### config.mk
export PLATFORM = sky130hd
export DESIGN_NAME = lru_key_value_cache_top
export DESIGN_NICKNAME = d
export VERILOG_FILES = /design/src/rtl/lkvc_pkg.sv /design/src/rtl/lkvc_ctrl.sv /design/src/rtl/lkvc_datapath.sv /design/src/rtl/lru_key_value_cache_top.sv
export SDC_FILE = /design/constraint.sdc
export NUM_CORES = 2
export LEC_CHECK = 0
export BUFFER_PORTS_ARGS = -buffer_cell sky130_fd_sc_hd__buf_4
export CAP_MARGIN = 30
export CORE_MARGIN = 1.5
export CORE_UTILIZATION = 55
export DETAILED_ROUTE_END_ITERATION = 12
export GPL_ROUTABILITY_DRIVEN = 0
export HOLD_SLACK_MARGIN = 0.1
export PLACE_DENSITY = 0.71
export SYNTH_ARGS = -nofsm -noshare
export SYNTH_HDL_FRONTEND = slang
export SYNTH_HIERARCHICAL = 1
export SYNTH_SLANG_ARGS = --single-unit
### constraint.sdc
create_clock -name clock -period 15.5 [get_ports clock]
set_input_delay 3.1 -clock clock [delete_from_list [all_inputs] [get_ports clock]]
set_output_delay 3.1 -clock clock [all_outputs]
set_load 0.005 [all_outputs]
### src/rtl/lkvc_pkg.sv
package lkvc_pkg;

   localparam int ENTRIES_DEFAULT = 16;
   localparam int CAP_WIDTH = 5;
   localparam logic [CAP_WIDTH-1:0] CAPACITY_RESET = 5'd16;
   localparam logic signed [31:0] MISS_VALUE = -32'sd1;

   localparam logic MODE_GET = 1'b0;
   localparam logic MODE_SET = 1'b1;

   localparam logic ST_IDLE = 1'b0;
   localparam logic ST_RUN  = 1'b1;

   typedef struct packed {
      logic               mode;
      logic signed [31:0] lookup_key;
      logic signed [31:0] store_value;
   } req_type;

   typedef struct packed {
      logic               hit;
      logic signed [31:0] read_value;
      logic               evicted;
   } rsp_type;

   typedef struct packed {
      logic capture;
      logic commit;
   } cmd_type;

endpackage

### src/rtl/lkvc_ctrl.sv
module lkvc_ctrl (
   input  logic              clock,
   input  logic              reset,
   input  logic              req_valid,
   output logic              req_stall,
   input  logic              rsp_stall,
   input  logic              out_full,
   output lkvc_pkg::cmd_type cmd
);

   logic state_ff;
   logic state_in;

   always_comb begin
      state_in    = state_ff;
      cmd.capture = 1'b0;
      cmd.commit  = 1'b0;
      unique case (state_ff)
         lkvc_pkg::ST_IDLE: begin
            if (req_valid) begin
               cmd.capture = 1'b1;
               state_in    = lkvc_pkg::ST_RUN;
            end
         end
         lkvc_pkg::ST_RUN: begin
            if (!out_full || !rsp_stall) begin
               cmd.commit = 1'b1;
               state_in   = lkvc_pkg::ST_IDLE;
            end
         end
         default: state_in = lkvc_pkg::ST_IDLE;
      endcase
   end

   always_ff @(posedge clock) begin
      if (reset) begin
         state_ff <= lkvc_pkg::ST_IDLE;
      end else begin
         state_ff <= state_in;
      end
   end

   assign req_stall = (state_ff != lkvc_pkg::ST_IDLE);

endmodule

### src/rtl/lkvc_datapath.sv
module lkvc_datapath #(
   parameter int ENTRIES = lkvc_pkg::ENTRIES_DEFAULT
) (
   input  logic                              clock,
   input  logic                              reset,
   input  lkvc_pkg::cmd_type                 cmd,
   input  lkvc_pkg::req_type                 req_data,
   input  logic [lkvc_pkg::CAP_WIDTH-1:0]    capacity,
   input  logic                              rsp_stall,
   output logic                              out_full,
   output lkvc_pkg::rsp_type                 rsp_data,
   output logic [$clog2(ENTRIES+1)-1:0]      occupancy,
   output logic [ENTRIES-1:0]                valid
);

   localparam int IW = (ENTRIES > 1) ? $clog2(ENTRIES) : 1;
   localparam int OW = $clog2(ENTRIES + 1);
   localparam int CW = 8;
   localparam logic [CW-1:0] ENT_C = CW'(ENTRIES);
   localparam logic [IW-1:0] RANK_TOP = IW'(ENTRIES - 1);

   lkvc_pkg::req_type req_ff;
   logic [31:0]       key_ff [ENTRIES];
   logic [31:0]       value_ff [ENTRIES];
   logic [IW-1:0]     rank_ff [ENTRIES];
   logic [ENTRIES-1:0] valid_ff;
   logic [OW-1:0]     occ_ff;
   logic              out_full_ff;
   lkvc_pkg::rsp_type rsp_ff;

   logic              found;
   logic [IW-1:0]     hit_slot;
   logic [IW-1:0]     lru_slot;
   logic [IW-1:0]     free_slot;
   logic [IW-1:0]     ins_slot;
   logic [CW-1:0]     cap_eff;
   logic              do_evict;
   logic              is_set;
   lkvc_pkg::rsp_type rsp_in;

   always_comb begin
      found     = 1'b0;
      hit_slot  = '0;
      lru_slot  = '0;
      free_slot = '0;
      for (int i = ENTRIES - 1; i >= 0; i--) begin
         if (valid_ff[i] && key_ff[i] == req_ff.lookup_key) begin
            found    = 1'b1;
            hit_slot = IW'(i);
         end
         if (!valid_ff[i]) begin
            free_slot = IW'(i);
         end
         if (valid_ff[i] && {1'b0, rank_ff[i]} == (IW+1)'(occ_ff - OW'(1))) begin
            lru_slot = IW'(i);
         end
      end
   end

   always_comb begin
      if (capacity == '0) begin
         cap_eff = CW'(1);
      end else if (CW'(capacity) > ENT_C) begin
         cap_eff = ENT_C;
      end else begin
         cap_eff = CW'(capacity);
      end
      is_set   = (req_ff.mode == lkvc_pkg::MODE_SET);
      do_evict = (CW'(occ_ff) >= cap_eff) && (occ_ff != '0);
      ins_slot = do_evict ? lru_slot : free_slot;
      rsp_in.hit        = found;
      rsp_in.read_value = (found && !is_set) ? $signed(value_ff[hit_slot])
                                             : lkvc_pkg::MISS_VALUE;
      rsp_in.evicted    = !found && is_set && do_evict;
   end

   always_ff @(posedge clock) begin
      if (cmd.capture) begin
         req_ff <= req_data;
      end
      if (cmd.commit) begin
         rsp_ff <= rsp_in;
         for (int i = 0; i < ENTRIES; i++) begin
            if (found) begin
               if (IW'(i) == hit_slot) begin
                  rank_ff[i] <= '0;
                  if (is_set) begin
                     value_ff[i] <= req_ff.store_value;
                  end
               end else if (valid_ff[i] && rank_ff[i] < rank_ff[hit_slot]) begin
                  rank_ff[i] <= rank_ff[i] + IW'(1);
               end
            end else if (is_set) begin
               if (IW'(i) == ins_slot) begin
                  key_ff[i]   <= req_ff.lookup_key;
                  value_ff[i] <= req_ff.store_value;
                  rank_ff[i]  <= '0;
               end else if (valid_ff[i] && rank_ff[i] < RANK_TOP) begin
                  rank_ff[i] <= rank_ff[i] + IW'(1);
               end
            end
         end
      end
   end

   always_ff @(posedge clock) begin
      if (reset) begin
         valid_ff    <= '0;
         occ_ff      <= '0;
         out_full_ff <= 1'b0;
      end else begin
         if (cmd.commit) begin
            out_full_ff <= 1'b1;
         end else if (!rsp_stall) begin
            out_full_ff <= 1'b0;
         end
         if (cmd.commit && !found && is_set) begin
            valid_ff[ins_slot] <= 1'b1;
            if (!do_evict) begin
               occ_ff <= occ_ff + OW'(1);
            end
         end
      end
   end

   assign out_full  = out_full_ff;
   assign rsp_data  = rsp_ff;
   assign occupancy = occ_ff;
   assign valid     = valid_ff;

endmodule

### src/rtl/lru_key_value_cache_top.sv
// Channel   Direction  Ports                           Handshake
// req       in         req_valid req_stall req_data    valid & !stall
// rsp       out        rsp_valid rsp_stall rsp_data    valid & !stall
// csr       in         csr_valid csr_ready csr_data    valid & ready
//
// Each transaction takes two steps: capture, then parallel key
// compare and rank update across all entries.
// The next request is taken while a result waits in the output register.
// Reset empties the cache and sets capacity to 16.
// A held rsp_stall holds the next commit while a result waits; req_stall is high while busy.
module lru_key_value_cache_top #(
   parameter int ENTRIES = lkvc_pkg::ENTRIES_DEFAULT
) (
   input  logic                           clock,
   input  logic                           reset,
   input  logic                           req_valid,
   output logic                           req_stall,
   input  lkvc_pkg::req_type              req_data,
   output logic                           rsp_valid,
   input  logic                           rsp_stall,
   output lkvc_pkg::rsp_type              rsp_data,
   input  logic                           csr_valid,
   output logic                           csr_ready,
   input  logic [lkvc_pkg::CAP_WIDTH-1:0] csr_data
);

   lkvc_pkg::cmd_type                 cmd;
   logic                              out_full;
   logic [lkvc_pkg::CAP_WIDTH-1:0]    capacity_ff;
   logic [$clog2(ENTRIES+1)-1:0]      occupancy;
   logic [ENTRIES-1:0]                valid;

   always_ff @(posedge clock) begin
      if (reset) begin
         capacity_ff <= lkvc_pkg::CAPACITY_RESET;
      end else if (csr_valid && csr_ready) begin
         capacity_ff <= csr_data;
      end
   end

   assign csr_ready = 1'b1;
   assign rsp_valid = out_full;

   lkvc_ctrl u_ctrl (
      .clock     (clock),
      .reset     (reset),
      .req_valid (req_valid),
      .req_stall (req_stall),
      .rsp_stall (rsp_stall),
      .out_full  (out_full),
      .cmd       (cmd)
   );

   lkvc_datapath #(.ENTRIES(ENTRIES)) u_datapath (
      .clock     (clock),
      .reset     (reset),
      .cmd       (cmd),
      .req_data  (req_data),
      .capacity  (capacity_ff),
      .rsp_stall (rsp_stall),
      .out_full  (out_full),
      .rsp_data  (rsp_data),
      .occupancy (occupancy),
      .valid     (valid)
   );

   a_occ_count: assert property (@(posedge clock) disable iff (reset)
      $countones(valid) == int'(occupancy))
      else $error("occupancy out of step with valid entries");

   a_occ_max: assert property (@(posedge clock) disable iff (reset)
      int'(occupancy) <= ENTRIES)
      else $error("occupancy above entry count");

   a_busy: assert property (@(posedge clock) disable iff (reset)
      (req_valid && !req_stall) |=> req_stall)
      else $error("request taken while busy");

   a_commit: assert property (@(posedge clock) disable iff (reset)
      cmd.commit |=> rsp_valid)
      else $error("commit without result");

endmodule

==> key figures <==
Logic synthesis
  – Top cells by area, synth: edfxtp_1, xor2_1, mux2i_1
  – Syn Nets: 3991
  – Post-synthesis sequential area ratio: 66.0%
  – Post-Syn Area: 54800 sq um
  – YS warnings: 6
  – Largest area contributor in the netlist: edfxtp_1
  – Seq cells post-synth: 1215
  – Synth cell types: 88
  – Mapped Cells: 3845
  – Post-synth EDFFs: 1187
  – Share of the synthesized area in the top cell type: 65.0%
  – Async set or reset register ratio after synthesis: 0%
  – Synth Area per Inst: 14.3 sq um
  – Commonest register cell after synthesis: edfxtp_1

Timing
  – Actual slew at the worst max-slew pin: 1.06 ns
  – Skew final: 0.0392 ns
  – Final Hold Viols: 0
  – Setup violators final: 0
  – Final Slew Violations: 0
  – Tmin final: 8.40 ns
  – Final setup margin: 7.10 ns
  – Worst slew margin: 29.4%
  – Setup TNS: 0 ns
  – Hold_ws: 0.511 ns
  – Maximum achievable frequency: 119 MHz
  – RSZ-0062 raised after global routing: false
  – Crit share post-route: 54.2%

GRT
  – Vias in the first global route: 32700
  – Gr ovfl total: 0
  – Pin count of the biggest net entering global routing: 176
  – First-pass GRT wire length: 215 mm
  – Tot GR Track Use: 28.6%
  – Initial antenna violation count: 1

Finish
  – Final cell count without fillers: 5389
  – P&R area growth vs syn: 11.7%
  – Share of cells above drive strength 1: 13.6%
  – Fin nets: 4146
  – Layout Utilization: 62.2%
  – Final instance area: 61300 sq um
  – Filler Cells Inserted: 7233

Die
  – Placeable Area: 98600 sq um
  – # IOs: 112
  – Row cnt: 115
  – Die Wd: 319 microns
  – Full die area: 102000 sq um
  – Die Y: 319 microns
  – Initial Util: 55.6%

Routing
  – First drt pass iteration count: 6
  – Vias per cell: 6.37
  – Final ANT Viol Nets: 0
  – # DRC: 0
  – Iteration-0 DRC Markers: 4623
  – WL/cell: 27.3 microns
  – Via count: 34300
  – Routed Wire Length: 147 mm

Setup path
  – Critical Path AT: 8.74 ns
  – Path type of the worst setup path: reg2reg
  – Internal reg-to-reg setup slack: 7.10 ns
  – Reg2Reg Launch Point: u_datapath/req_ff[59]$_DFFE_PP_
  – Required @ worst endpoint: 15.84 ns
  – CP Max Fanout: 50
  – Startpoint Class: register
  – Critical Path Sink Type: register
  – Worst r2r path cells: 21
  – RR Endpoint: u_datapath/rank_ff[15][0]$_DFFE_PP_

Clocking
  – Total CTS buffers: 117
  – Clk Latency, worst-skew pair: 0.72 ns
  – Post-CTS setup buffer count: 0
  – H-tree levels: 3
  – Hold Buf Count CTS: 0
  – Reg clk slew, reported paths: 0.06 ns
  – Clock sinks: 1215
  – Clock Root Buffer: clkbuf_16
  – Cts repair resizes: 0
  – CTS max path bufs: 3
  – CTS tree: done

Hold path
  – Hold path depth: 2
  – Worst hold path class: reg2reg
  – Hold_sp: capacity_ff[0]$_SDFFE_PP0P_
  – WHS Endpoint: capacity_ff[0]$_SDFFE_PP0P_

Placement
  – Post-DP HPWL: 89.9 mm
  – Post-Place Setup Slack: 7.18 ns
  – Port bufs: 110
  – Area post-placement: 57500 sq um
  – Placed Cells: 5168

Power and ir drop
  – Sw Pwr: 1.43 mW
  – Worst vdd ir: 127 uV
  – Power share of the sequential group: 54.1%
  – Power share of the clock group: 42.0%
  – Comb pwr share: 4.0%
  – P per Cell Area: 110 nW/um^2
  – Cell Int Power: 5.32 mW
  – Pwr Total: 6.75 mW
  – Sw Share: 21.1%
  – Leak: 21.0 nW

Run
  – Max_cap viols: 0

Run status
  – Status: complete, no violations
cells by family (layout without fill, tap and decap cells):
group	count (synthesis)	count (layout)	share of synthesized area, %
xor+xnor	608	608	10.0
fa+ha+maj	71	71	1.62
compound gates	467	467	5.55
other cells	1	2	0.00684
simple gates	972	972	9.45
mux	275	275	5.25
buf+inv	236	492	2.09
flops	1215	1215	66.0
layer usage:
metal / GRT usage, % / wire length [microns]
met1: 42.2 / 61700
met2: 43.8 / 66300
met3: 4.18 / 14600
met4: 9.55 / 4650
met5: 0 / 0
flip-flops by register name (all words and copies together) (netlist names):
name / cells
u_datapath/out_full: 1
u_datapath/is_set: 1
u_datapath/key_ff: 512
u_datapath/occupancy: 5
u_datapath/rsp_data: 34
u_datapath/rank_ff: 64
u_ctrl/req_stall: 1
capacity_ff: 5
u_datapath/valid: 16
u_datapath/value_ff: 512
u_datapath/req_ff: 64
power by group through the flow:
stage | clock, mW | sequential (mW) | combinational (mW)
after global routing | 2.99 | 3.65 | 0.284
after floorplan | 0 | 3.72 | 0.152
after global placement | 0 | 3.72 | 0.257
after detailed placement | 0 | 3.72 | 0.263
final | 2.83 | 3.65 | 0.268
after CTS | 2.86 | 3.65 | 0.264
worst max-delay path by stage:
stage                                         start                                  end  depth (start not counted)  slack, ns
finish              u_datapath/req_ff[59]$_DFFE_PP_  u_datapath/rank_ff[15][0]$_DFFE_PP_                         21       7.10
detailed placement  u_datapath/req_ff[41]$_DFFE_PP_  u_datapath/rank_ff[15][1]$_DFFE_PP_                         22       7.18
CTS                 u_datapath/req_ff[41]$_DFFE_PP_  u_datapath/rank_ff[15][0]$_DFFE_PP_                         22       7.21
global placement    u_datapath/req_ff[42]$_DFFE_PP_  u_datapath/rank_ff[15][0]$_DFFE_PP_                         22       7.43
global route        u_datapath/req_ff[59]$_DFFE_PP_  u_datapath/rank_ff[15][0]$_DFFE_PP_                         21       6.58
floorplan                                 rsp_stall  u_datapath/value_ff[6][0]$_DFFE_PP_                          7       4.66
cell usage after synthesis, drive strengths merged, types with 10 or more instances:
| library cell | n |
|---|---|
| a211oi | 19 |
| a21boi | 13 |
| a21oi | 189 |
| a22oi | 35 |
| a31oi | 10 |
| and2 | 26 |
| and3 | 14 |
| buf | 107 |
| clkbuf | 75 |
| dfxtp | 28 |
| edfxtp | 1187 |
| ha | 71 |
| inv | 54 |
| mux2 | 102 |
| mux2i | 173 |
| nand2 | 147 |
| nand2b | 22 |
| nand3 | 115 |
| nand4 | 82 |
| nand4b | 21 |
| nor2 | 206 |
| nor2b | 13 |
| nor3 | 67 |
| nor4 | 180 |
| nor4b | 16 |
| o2111ai | 11 |
| o211ai | 16 |
| o21a | 18 |
| o21ai | 59 |
| o221ai | 33 |
| or3 | 12 |
| or4 | 25 |
| xnor2 | 157 |
| xnor3 | 11 |
| xor2 | 440 |
area by class of cell:
cell class | count | area (sq um) | share of cell area, %
Clock inverter | 69 | 629 | 1.03
Inverter | 54 | 204 | 0.333
Multi-Input combinational cell | 2394 | 17700 | 29.0
Sequential cell | 1215 | 36200 | 59.1
Clock buffer | 151 | 3170 | 5.17
Antenna cell | 1 | 2.50 | 0.00408
Timing Repair Buffer | 218 | 1700 | 2.78
Tap cell | 1287 | 1610 | 2.63
critical path, cell delays in order (launching register included):
cell and delay [ns]:
edfxtp_1 0.66, buf_4 0.46, xor2_1 0.15, nor4_1 0.30, nand4_1 0.16, nor4_1 0.49
o211ai_1 0.16, a31oi_1 0.28, nor2_2 0.13, a21boi_4 0.16, buf_4 0.71, buf_4 0.80
mux2i_1 0.17, a221oi_1 0.32, a21oi_1 0.07, a211o_1 0.52, buf_4 0.28, ha_1 0.32
a2111oi_0 0.43, o21ai_0 0.23, o21a_1 0.29, o311ai_0 0.74
cells in the final DEF (no fill, tap or decap), types with 52 or more instances in the layout:
cell       synthesis  layout
nor3_1            67      58
nor2_1           205     187
nand4_1           82      82
buf_4             21     214
o21ai_0           52      52
xor2_1           440     439
nand3_1          115     115
mux2i_1          173     173
edfxtp_1        1187    1187
mux2_2           102     102
nor4_1           177     176
a21oi_1          188     187
ha_1              71      71
xnor2_1          156     156
nand2_1          147     147
clkbuf_16          0     120
Note: power is estimated with default switching activity, not from simulation.
